`src/sv/vqr_pkg.sv`:
```
`default_nettype none
package vqr_pkg;

	localparam int SampleW = 24;
	localparam int RatioW  = 16;
	localparam int GainW   = 16;
	localparam int PanW    = 16;

	// shared multiplier operand and product widths
	localparam int MulAW = 28;
	localparam int MulBW = 19;
	localparam int MulPW = MulAW + MulBW;

	localparam int AddrW = 3;
	localparam int DataW = 32;

	// register indexes, taken from paddr[2]
	localparam logic RegPan    = 1'b0;
	localparam logic RegStereo = 1'b1;

	localparam logic [PanW-1:0] PanReset    = 16'd32768;
	localparam logic            StereoReset = 1'b1;

	typedef struct packed {
		logic [PanW-1:0] pan_left;
		logic            stereo_out;
	} cfg_t;

endpackage
`default_nettype wire

```
`src/sv/variable_rate_quadratic_resampler.sv`:
```
`default_nettype none
// Variable-ratio resampler: each input item shifts one sample into a three-sample
// history and yields up to 17 output items by three-point quadratic interpolation,
// scaled by gain and split by pan_left (stereo_out = 1) or sent mono to left.
// One 28x19 multiplier is shared by all products under a small sequencer, so
// in_stall stays high while an item is worked on: each output item runs PREP,
// M1 to M4 (plus M5, M6 in stereo) and EMIT, where it waits on out_stall; an
// item that gives no output goes from PREP back to idle. The output register
// lets the next item be taken while the last result still waits. Registers on
// the APB port: pan_left at 0x0 (reset 32768), stereo_out at 0x4 (reset 1).
module variable_rate_quadratic_resampler (
	input  wire logic                               clk,
	input  wire logic                               arst_n,
	input  wire logic                               psel,
	input  wire logic                               penable,
	input  wire logic                               pwrite,
	input  wire logic        [vqr_pkg::AddrW-1:0]   paddr,
	input  wire logic        [vqr_pkg::DataW-1:0]   pwdata,
	output logic             [vqr_pkg::DataW-1:0]   prdata,
	output logic                                    pready,
	input  wire logic                               in_valid,
	output logic                                    in_stall,
	input  wire logic signed [vqr_pkg::SampleW-1:0] sample,
	input  wire logic        [vqr_pkg::RatioW-1:0]  pitch_ratio,
	input  wire logic        [vqr_pkg::GainW-1:0]   gain,
	output logic                                    out_valid,
	input  wire logic                               out_stall,
	output logic signed      [vqr_pkg::SampleW-1:0] left,
	output logic signed      [vqr_pkg::SampleW-1:0] right,
	output logic                                    last
);
	import vqr_pkg::*;

	cfg_t cfg;

	vqr_apb u_apb (
		.clk     (clk),
		.arst_n  (arst_n),
		.psel    (psel),
		.penable (penable),
		.pwrite  (pwrite),
		.paddr   (paddr),
		.pwdata  (pwdata),
		.prdata  (prdata),
		.pready  (pready),
		.cfg     (cfg)
	);

	vqr_core u_core (
		.clk         (clk),
		.arst_n      (arst_n),
		.cfg         (cfg),
		.in_valid    (in_valid),
		.in_stall    (in_stall),
		.sample      (sample),
		.pitch_ratio (pitch_ratio),
		.gain        (gain),
		.out_valid   (out_valid),
		.out_stall   (out_stall),
		.left        (left),
		.right       (right),
		.last        (last)
	);

endmodule
`default_nettype wire

```
`src/sv/vqr_apb.sv`:
```
`default_nettype none
module vqr_apb (
	input  wire logic                      clk,
	input  wire logic                      arst_n,
	input  wire logic                      psel,
	input  wire logic                      penable,
	input  wire logic                      pwrite,
	input  wire logic [vqr_pkg::AddrW-1:0] paddr,
	input  wire logic [vqr_pkg::DataW-1:0] pwdata,
	output logic      [vqr_pkg::DataW-1:0] prdata,
	output logic                           pready,
	output vqr_pkg::cfg_t                  cfg
);
	import vqr_pkg::*;

	cfg_t cfg_q;
	logic wr;

	assign pready = 1'b1;
	assign wr     = psel & penable & pwrite;
	assign cfg    = cfg_q;

	always_ff @(posedge clk or negedge arst_n) begin
		if (!arst_n) begin
			cfg_q.pan_left   <= PanReset;
			cfg_q.stereo_out <= StereoReset;
		end else if (wr) begin
			unique case (paddr[2])
				RegPan:    cfg_q.pan_left   <= pwdata[PanW-1:0];
				RegStereo: cfg_q.stereo_out <= pwdata[0];
				default:   cfg_q            <= cfg_q;
			endcase
		end
	end

	always_comb begin
		prdata = '0;
		if (paddr[1:0] == 2'b00) begin
			unique case (paddr[2])
				RegPan:    prdata = {{(DataW-PanW){1'b0}}, cfg_q.pan_left};
				RegStereo: prdata = {{(DataW-1){1'b0}}, cfg_q.stereo_out};
				default:   prdata = '0;
			endcase
		end
	end

endmodule
`default_nettype wire

```
`src/sv/vqr_mul.sv`:
```
`default_nettype none
module vqr_mul (
	input  wire logic signed [vqr_pkg::MulAW-1:0] a,
	input  wire logic signed [vqr_pkg::MulBW-1:0] b,
	output logic signed      [vqr_pkg::MulPW-1:0] p
);
	import vqr_pkg::*;

	logic signed [MulPW-1:0] a_ext;
	logic signed [MulPW-1:0] b_ext;

	assign a_ext = {{MulBW{a[MulAW-1]}}, a};
	assign b_ext = {{MulAW{b[MulBW-1]}}, b};
	assign p     = a_ext * b_ext;

endmodule
`default_nettype wire

```
`src/sv/vqr_core.sv`:
```
`default_nettype none
module vqr_core (
	input  wire logic                               clk,
	input  wire logic                               arst_n,
	input  vqr_pkg::cfg_t                           cfg,
	input  wire logic                               in_valid,
	output logic                                    in_stall,
	input  wire logic signed [vqr_pkg::SampleW-1:0] sample,
	input  wire logic        [vqr_pkg::RatioW-1:0]  pitch_ratio,
	input  wire logic        [vqr_pkg::GainW-1:0]   gain,
	output logic                                    out_valid,
	input  wire logic                               out_stall,
	output logic signed      [vqr_pkg::SampleW-1:0] left,
	output logic signed      [vqr_pkg::SampleW-1:0] right,
	output logic                                    last
);
	import vqr_pkg::*;

	localparam logic [3:0] S_IDLE = 4'd0;
	localparam logic [3:0] S_PREP = 4'd1;
	localparam logic [3:0] S_M1   = 4'd2;
	localparam logic [3:0] S_M2   = 4'd3;
	localparam logic [3:0] S_M3   = 4'd4;
	localparam logic [3:0] S_M4   = 4'd5;
	localparam logic [3:0] S_M5   = 4'd6;
	localparam logic [3:0] S_M6   = 4'd7;
	localparam logic [3:0] S_EMIT = 4'd8;

	localparam int MaxFrames = 17;
	localparam logic [4:0] LastFrame = 5'(MaxFrames - 1);
	localparam logic [17:0] TMax = 18'd196608;
	localparam logic signed [32:0] SatMax = 33'sd8388607;
	localparam logic signed [32:0] SatMin = -33'sd8388608;
	localparam logic signed [23:0] PosMax = 24'sh7FFFFF;
	localparam logic signed [23:0] PosMin = -24'sd8388608;

	logic [3:0] state_q;
	logic [4:0] n_q;
	logic signed [23:0] y0_q, y1_q, y2_q, pos_q;
	logic [RatioW-1:0] ratio_q;
	logic [GainW-1:0] gain_q;
	logic signed [27:0] b2_q, c2_q, y_q;
	logic [17:0] t_q;
	logic signed [44:0] inner_q;
	logic signed [MulPW-1:0] acc_q;
	logic signed [43:0] g_q;
	logic signed [59:0] gp_q;
	logic out_valid_q, last_q;
	logic signed [23:0] left_q, right_q;

	logic signed [MulAW-1:0] mul_a;
	logic signed [MulBW-1:0] mul_b;
	logic signed [MulPW-1:0] mul_p;

	logic signed [27:0] y0e, y1e, y2e, b2_d, c2_d;
	logic signed [24:0] tsum, pos_dec, pos_inc;
	logic [17:0] t_d;
	logic signed [23:0] pos_in, pos_next;
	logic signed [63:0] v_d;
	logic signed [44:0] gm;
	logic signed [59:0] gl, gr;
	logic signed [23:0] l_d, r_d;
	logic accept, can_load, cont;

	function automatic logic signed [23:0] sat24(input logic signed [32:0] v);
		logic signed [23:0] r;
		if (v > SatMax) r = PosMax;
		else if (v < SatMin) r = PosMin;
		else r = v[23:0];
		return r;
	endfunction

	function automatic logic signed [23:0] sat25(input logic signed [24:0] v);
		logic signed [23:0] r;
		if (v[24] != v[23]) r = v[24] ? PosMin : PosMax;
		else r = v[23:0];
		return r;
	endfunction

	vqr_mul u_mul (
		.a (mul_a),
		.b (mul_b),
		.p (mul_p)
	);

	assign in_stall  = (state_q != S_IDLE);
	assign accept    = in_valid & ~in_stall;
	assign can_load  = ~out_valid_q | ~out_stall;
	assign out_valid = out_valid_q;
	assign left      = left_q;
	assign right     = right_q;
	assign last      = last_q;

	// quadratic coefficients from the history
	assign y0e  = {{4{y0_q[23]}}, y0_q};
	assign y1e  = {{4{y1_q[23]}}, y1_q};
	assign y2e  = {{4{y2_q[23]}}, y2_q};
	assign b2_d = (y1e <<< 2) - y0e - (y0e <<< 1) - y2e;
	assign c2_d = y0e - (y1e <<< 1) + y2e;

	// interpolation point t = pos + 2, clamped to [0, 3]
	assign tsum = {pos_q[23], pos_q} + 25'sd131072;
	always_comb begin
		if (tsum < 25'sd0) t_d = '0;
		else if (tsum > $signed({7'b0, TMax})) t_d = TMax;
		else t_d = tsum[17:0];
	end

	assign pos_dec  = {pos_q[23], pos_q} - 25'sd65536;
	assign pos_in   = sat25(pos_dec);
	assign pos_inc  = {pos_q[23], pos_q} + $signed({5'b0, ratio_q, 4'b0});
	assign pos_next = sat25(pos_inc);
	assign cont     = (pos_next < -24'sd32768) && (n_q != LastFrame);

	// high partial product of inner * t joins y0 * 2^33 and the low partial
	assign v_d = {{7{y0_q[23]}}, y0_q, 33'b0} + {mul_p[40:0], 23'b0}
		+ {{(64-MulPW){acc_q[MulPW-1]}}, acc_q} + {31'b0, 1'b1, 32'b0};

	assign gm = {g_q[43], g_q} + 45'sd2048;
	assign gl = gp_q + 60'sd134217728;
	assign gr = {g_q, 16'b0} - gp_q + 60'sd134217728;

	always_comb begin
		if (cfg.stereo_out) begin
			l_d = sat24({gl[59], gl[59:28]});
			r_d = sat24({gr[59], gr[59:28]});
		end else begin
			l_d = sat24(gm[44:12]);
			r_d = '0;
		end
	end

	always_comb begin
		unique case (state_q)
			S_M1: begin
				mul_a = c2_q;
				mul_b = {1'b0, t_q};
			end
			S_M2: begin
				mul_a = {5'b0, inner_q[22:0]};
				mul_b = {1'b0, t_q};
			end
			S_M3: begin
				mul_a = {{6{inner_q[44]}}, inner_q[44:23]};
				mul_b = {1'b0, t_q};
			end
			S_M4: begin
				mul_a = y_q;
				mul_b = {3'b0, gain_q};
			end
			S_M5: begin
				mul_a = {6'b0, g_q[21:0]};
				mul_b = {3'b0, cfg.pan_left};
			end
			S_M6: begin
				mul_a = {{6{g_q[43]}}, g_q[43:22]};
				mul_b = {3'b0, cfg.pan_left};
			end
			default: begin
				mul_a = '0;
				mul_b = '0;
			end
		endcase
	end

	always_ff @(posedge clk or negedge arst_n) begin
		if (!arst_n) begin
			state_q     <= S_IDLE;
			n_q         <= '0;
			y0_q        <= '0;
			y1_q        <= '0;
			y2_q        <= '0;
			pos_q       <= -24'sd65536;
			out_valid_q <= 1'b0;
		end else begin
			if (state_q == S_EMIT && can_load) out_valid_q <= 1'b1;
			else if (!out_stall) out_valid_q <= 1'b0;

			unique case (state_q)
				S_IDLE: begin
					if (accept) begin
						y0_q    <= y1_q;
						y1_q    <= y2_q;
						y2_q    <= sample;
						pos_q   <= pos_in;
						n_q     <= '0;
						state_q <= S_PREP;
					end
				end
				S_PREP: begin
					if (pos_q >= 24'sd32768) state_q <= S_IDLE;
					else state_q <= S_M1;
				end
				S_M1: state_q <= S_M2;
				S_M2: state_q <= S_M3;
				S_M3: state_q <= S_M4;
				S_M4: state_q <= cfg.stereo_out ? S_M5 : S_EMIT;
				S_M5: state_q <= S_M6;
				S_M6: state_q <= S_EMIT;
				S_EMIT: begin
					if (can_load) begin
						pos_q   <= pos_next;
						n_q     <= n_q + 5'd1;
						state_q <= cont ? S_PREP : S_IDLE;
					end
				end
				default: state_q <= S_IDLE;
			endcase
		end
	end

	always_ff @(posedge clk) begin
		if (accept) begin
			ratio_q <= pitch_ratio;
			gain_q  <= gain;
		end
		unique case (state_q)
			S_PREP: begin
				b2_q <= b2_d;
				c2_q <= c2_d;
				t_q  <= t_d;
			end
			S_M1: inner_q <= {b2_q[27], b2_q, 16'b0} + mul_p[44:0];
			S_M2: acc_q <= mul_p;
			S_M3: y_q <= v_d[60:33];
			S_M4: g_q <= mul_p[43:0];
			S_M5: acc_q <= mul_p;
			S_M6: gp_q <= {mul_p[37:0], 22'b0} + {{(60-MulPW){acc_q[MulPW-1]}}, acc_q};
			S_EMIT: begin
				if (can_load) begin
					left_q  <= l_d;
					right_q <= r_d;
					last_q  <= ~cont;
				end
			end
			default: begin
			end
		endcase
	end

	a_frame_cap: assert property (@(posedge clk) disable iff (!arst_n)
		n_q <= LastFrame + 5'd1)
		else $error("frame count beyond cap");

	a_loop_pos: assert property (@(posedge clk) disable iff (!arst_n)
		(state_q == S_PREP && $past(state_q) == S_EMIT) |-> pos_q < -24'sd32768)
		else $error("frame loop continued with position out of range");

	a_emit_wait: assert property (@(posedge clk) disable iff (!arst_n)
		(state_q == S_EMIT && out_valid_q && out_stall) |=> state_q == S_EMIT)
		else $error("frame dropped while output register full");

	a_t_range: assert property (@(posedge clk) disable iff (!arst_n)
		(state_q == S_M1) |-> t_q <= TMax)
		else $error("interpolation point out of range");

endmodule
`default_nettype wire
```
`config.mk`:
```
export PLATFORM = sky130hd
export DESIGN_NAME = variable_rate_quadratic_resampler
export DESIGN_NICKNAME = d
export VERILOG_FILES = /design/src/sv/vqr_pkg.sv /design/src/sv/variable_rate_quadratic_resampler.sv /design/src/sv/vqr_apb.sv /design/src/sv/vqr_mul.sv /design/src/sv/vqr_core.sv
export SDC_FILE = /design/constraint.sdc
export NUM_CORES = 2
export LEC_CHECK = 0
export BUFFER_PORTS_ARGS = -buffer_cell sky130_fd_sc_hd__buf_4
export CORE_ASPECT_RATIO = 0.75
export CORE_MARGIN = 4
export CORE_UTILIZATION = 50
export CTS_CLUSTER_DIAMETER = 80
export DETAILED_ROUTE_END_ITERATION = 8
export PLACE_DENSITY = 0.76
export SLEW_MARGIN = 20
export SYNTH_ARGS = -nofsm -noshare
export SYNTH_HDL_FRONTEND = slang
export SYNTH_SLANG_ARGS = --single-unit
export TNS_END_PERCENT = 1
```
`constraint.sdc`:
```
create_clock -name clk -period 11.5 [get_ports clk]
set_clock_uncertainty 0.2 [all_clocks]
set_input_delay 1.725 -clock clk [delete_from_list [all_inputs] [get_ports clk]]
set_output_delay 1.725 -clock clk [all_outputs]
set_load 0.02 [all_outputs]
```
==> flow_summary.toml <==
[final_layout]
nets = 6506
drive_gt1_share_pct = 8.933
area_growth_pct = 9.692

[clocking]
numCtsBuffers = 54
clock_path_buffers = 3
insertion_delay_ps = 640
cts_max_level = 2
clkSlewWorstSetupHoldPaths_ps = 70
cts_hold_buf = 0
cts_tree = "yes"
cts.sinks = 494
cts_root_buf = "clkbuf_16"

[floorplan]
dieArea_um2 = 106100
die_h_um = 283.1
rows = 100
initial_core_util_pct = 50.61
num_io_pins = 182
core_um2 = 99720
die_x_um = 374.8

[timing]
period_needed_ps = 11090
hold_viol = 0
slew-limit-headroom_pct = 27.61
period_share_pct = 96.44
rsz0062_at_grt = "false"
setup_slack_ps = 409.0
drv_slew = 0
setup_viol_count_final = 0
fmax_ghz = 0.09016
setup_tns_ps = 0
tightest_slew_ps = 1082

[drt]
detail-route-antenna-nets = 0
drc_errors = 0
drt-initial-drc-count = 4714
via_count = 39270
routedWlPerCell_um = 21.69
routed_wl_um = 147200
via_per_inst = 5.784
drtPass1Iterations = 6

[logic_synthesis]
synth_area_um2 = 50460
synth_top_area_cell = "fa_1"
ys_ff_latch = 494
synth_top_area_share_pct = 23.52
synthTopCellsByArea = "fa_1 (24%), edfxtp_1 (22%), ha_1 (9.8%), inv_1 (6.8%), dfrtp_1 (5.5%)"
synth-main-ff-cell = "edfxtp_1"
netlist_instances = 5259
synth_common_cells = "inv_1 (912), fa_1 (593), nand2_1 (577)"
yosysSeqAreaShare_pct = 28.23
avgSynthCellArea_um2 = 9.596
synth_warnings = 0
synth-edff-count = 374
synth.distinct_cells = 95
async_reset_ff_share_pct = 24.29
yosysMostFrequentCell = "inv_1"

[worst_setup_path]
crit_arrival_ps = 11250
cp_num_buf_inv = 8
rrSetupSlack_ps = 410
critPathRequiredTime_ps = 11660
cpPeakStageDelay_ps = 590
reg2reg_to = "u_core.y_q[27]"
criticalPathCategory = "flip-flop to flip-flop"
startpoint_type = "flip-flop"
reg2reg_depth = 40
critPathTopFamily = "adder cells"
cp_slowest_cell = "or4_1"
worstPathMaxFanout = 18
timing.rr.start = "u_core.state_q[0]"
crit_top_cell = "fa_1"
end_kind = "flip-flop"

[hold_path]
worstHoldPathCells = 0
hp-class = "flip-flop to flip-flop"
holdPathEnd = "u_core.gp_q[5]"
hp-start = "u_core.acc_q[5]"

[placed_design]
portBuffers = 148
dp_hpwl_um = 120400
pre_cts_ws_ps = 313.1
routabilityCongestion = 1.025

[global_route]
grt_pass1_wl_um = 226300
antenna_found_initial = 1
grt_max_degree = 80
track_usage_pct = 27.59
grt_pass1_vias = 38100
gr-total-overflow = 0

[flow_run]
maxCapViolations = 0

[run_status]
status = "finished clean"
-- repair_timing --
action / 4_1_cts / 5_1_grt
resized for setup: 0 / 11
endpoints found under the setup margin: 0 / 11
buffers inserted: 0 / 0
-- metrics by stage --
stage | utilization [%] | std cells | area (um^2) | hold WS (ps)
after floorplan | - | 5274 | 50530 | 200.3
after global placement | 53.70 | 6690 | 53550 | 202.3
after detailed placement | 53.71 | 6690 | 53560 | 204.5
after CTS | 55.48 | 6789 | 55320 | 218.8
after global routing | 55.51 | 6789 | 55350 | 224.6
final | 55.51 | 6790 | 55360 | 218.9
-- routing by layer --
| metal | part of all wire, % | GRT usage, % |
|---|---|---|
| met1 | 42 | 41.62 |
| met2 | 41 | 38.94 |
| met3 | 14 | 8.036 |
| met4 | 2.9 | 6.940 |
| met5 | 0 | 0 |
-- worst max path at each step --
stage                                  from               to  slack [ps]  cells past startpoint
after floorplan           u_core.state_q[2]   u_core.y_q[26]         400                     42
after global placement    u_core.state_q[1]   u_core.y_q[26]         490                     41
after detailed placement  u_core.state_q[1]   u_core.y_q[27]         310                     41
after CTS                 u_core.state_q[1]  u_core.gp_q[58]         290                     40
after global routing      u_core.state_q[2]   u_core.y_q[27]           2                     40
final                     u_core.state_q[0]   u_core.y_q[27]         410                     40
-- placed cells by master (no fill, tap or decap), types with 193 or more instances in the layout --
cell,Yosys,layout
a21oi_1,271,270
fa_1,593,593
nor2_1,432,430
buf_4,17,273
xnor2_1,195,195
ha_1,395,395
edfxtp_1,374,374
o21ai_0,193,193
nand2_1,577,577
inv_1,912,911
-- registers in the layout, indices dropped and copies added (netlist names), 27 cells and up --
name	count
u_core.y_q	28
u_core.c2_q	27
u_core.g_q	44
u_core.inner_q	45
u_core.acc_q	47
u_core.b2_q	27
u_core.gp_q	60
-- area by class of cell --
cell class / count / area [um^2]
well taps: 1326 / 1659
flip-flops and latches: 494 / 14250
clock buffers: 61 / 1388
inverters: 912 / 3426
repair buffers: 277 / 2103
fillers: 8541 / 44370
clock inverters: 38 / 375.4
multi-input cells: 3681 / 32150
diodes: 1 / 2.502
-- kinds of logic (layout without fill, tap and decap cells) --
| kind of cell | Yosys count | count (layout) | share of synthesized area [%] |
|---|---|---|---|
| and+or+nand+nor | 1458 | 1458 | 12.86 |
| buffers and inverters | 1099 | 1288 | 8.353 |
| adders and majority gates | 988 | 988 | 33.32 |
| AOI/OAI and AO/OA | 902 | 902 | 11.53 |
| DFF | 494 | 494 | 28.23 |
| xor gates and xnor gates | 270 | 270 | 4.713 |
| muxes | 46 | 46 | 0.9843 |
| other | 2 | 18 | 0.01488 |
Power is left out: the tool's default activity adds up to more than one toggle a clock period on the data nets, which glitch-free logic cannot reach.
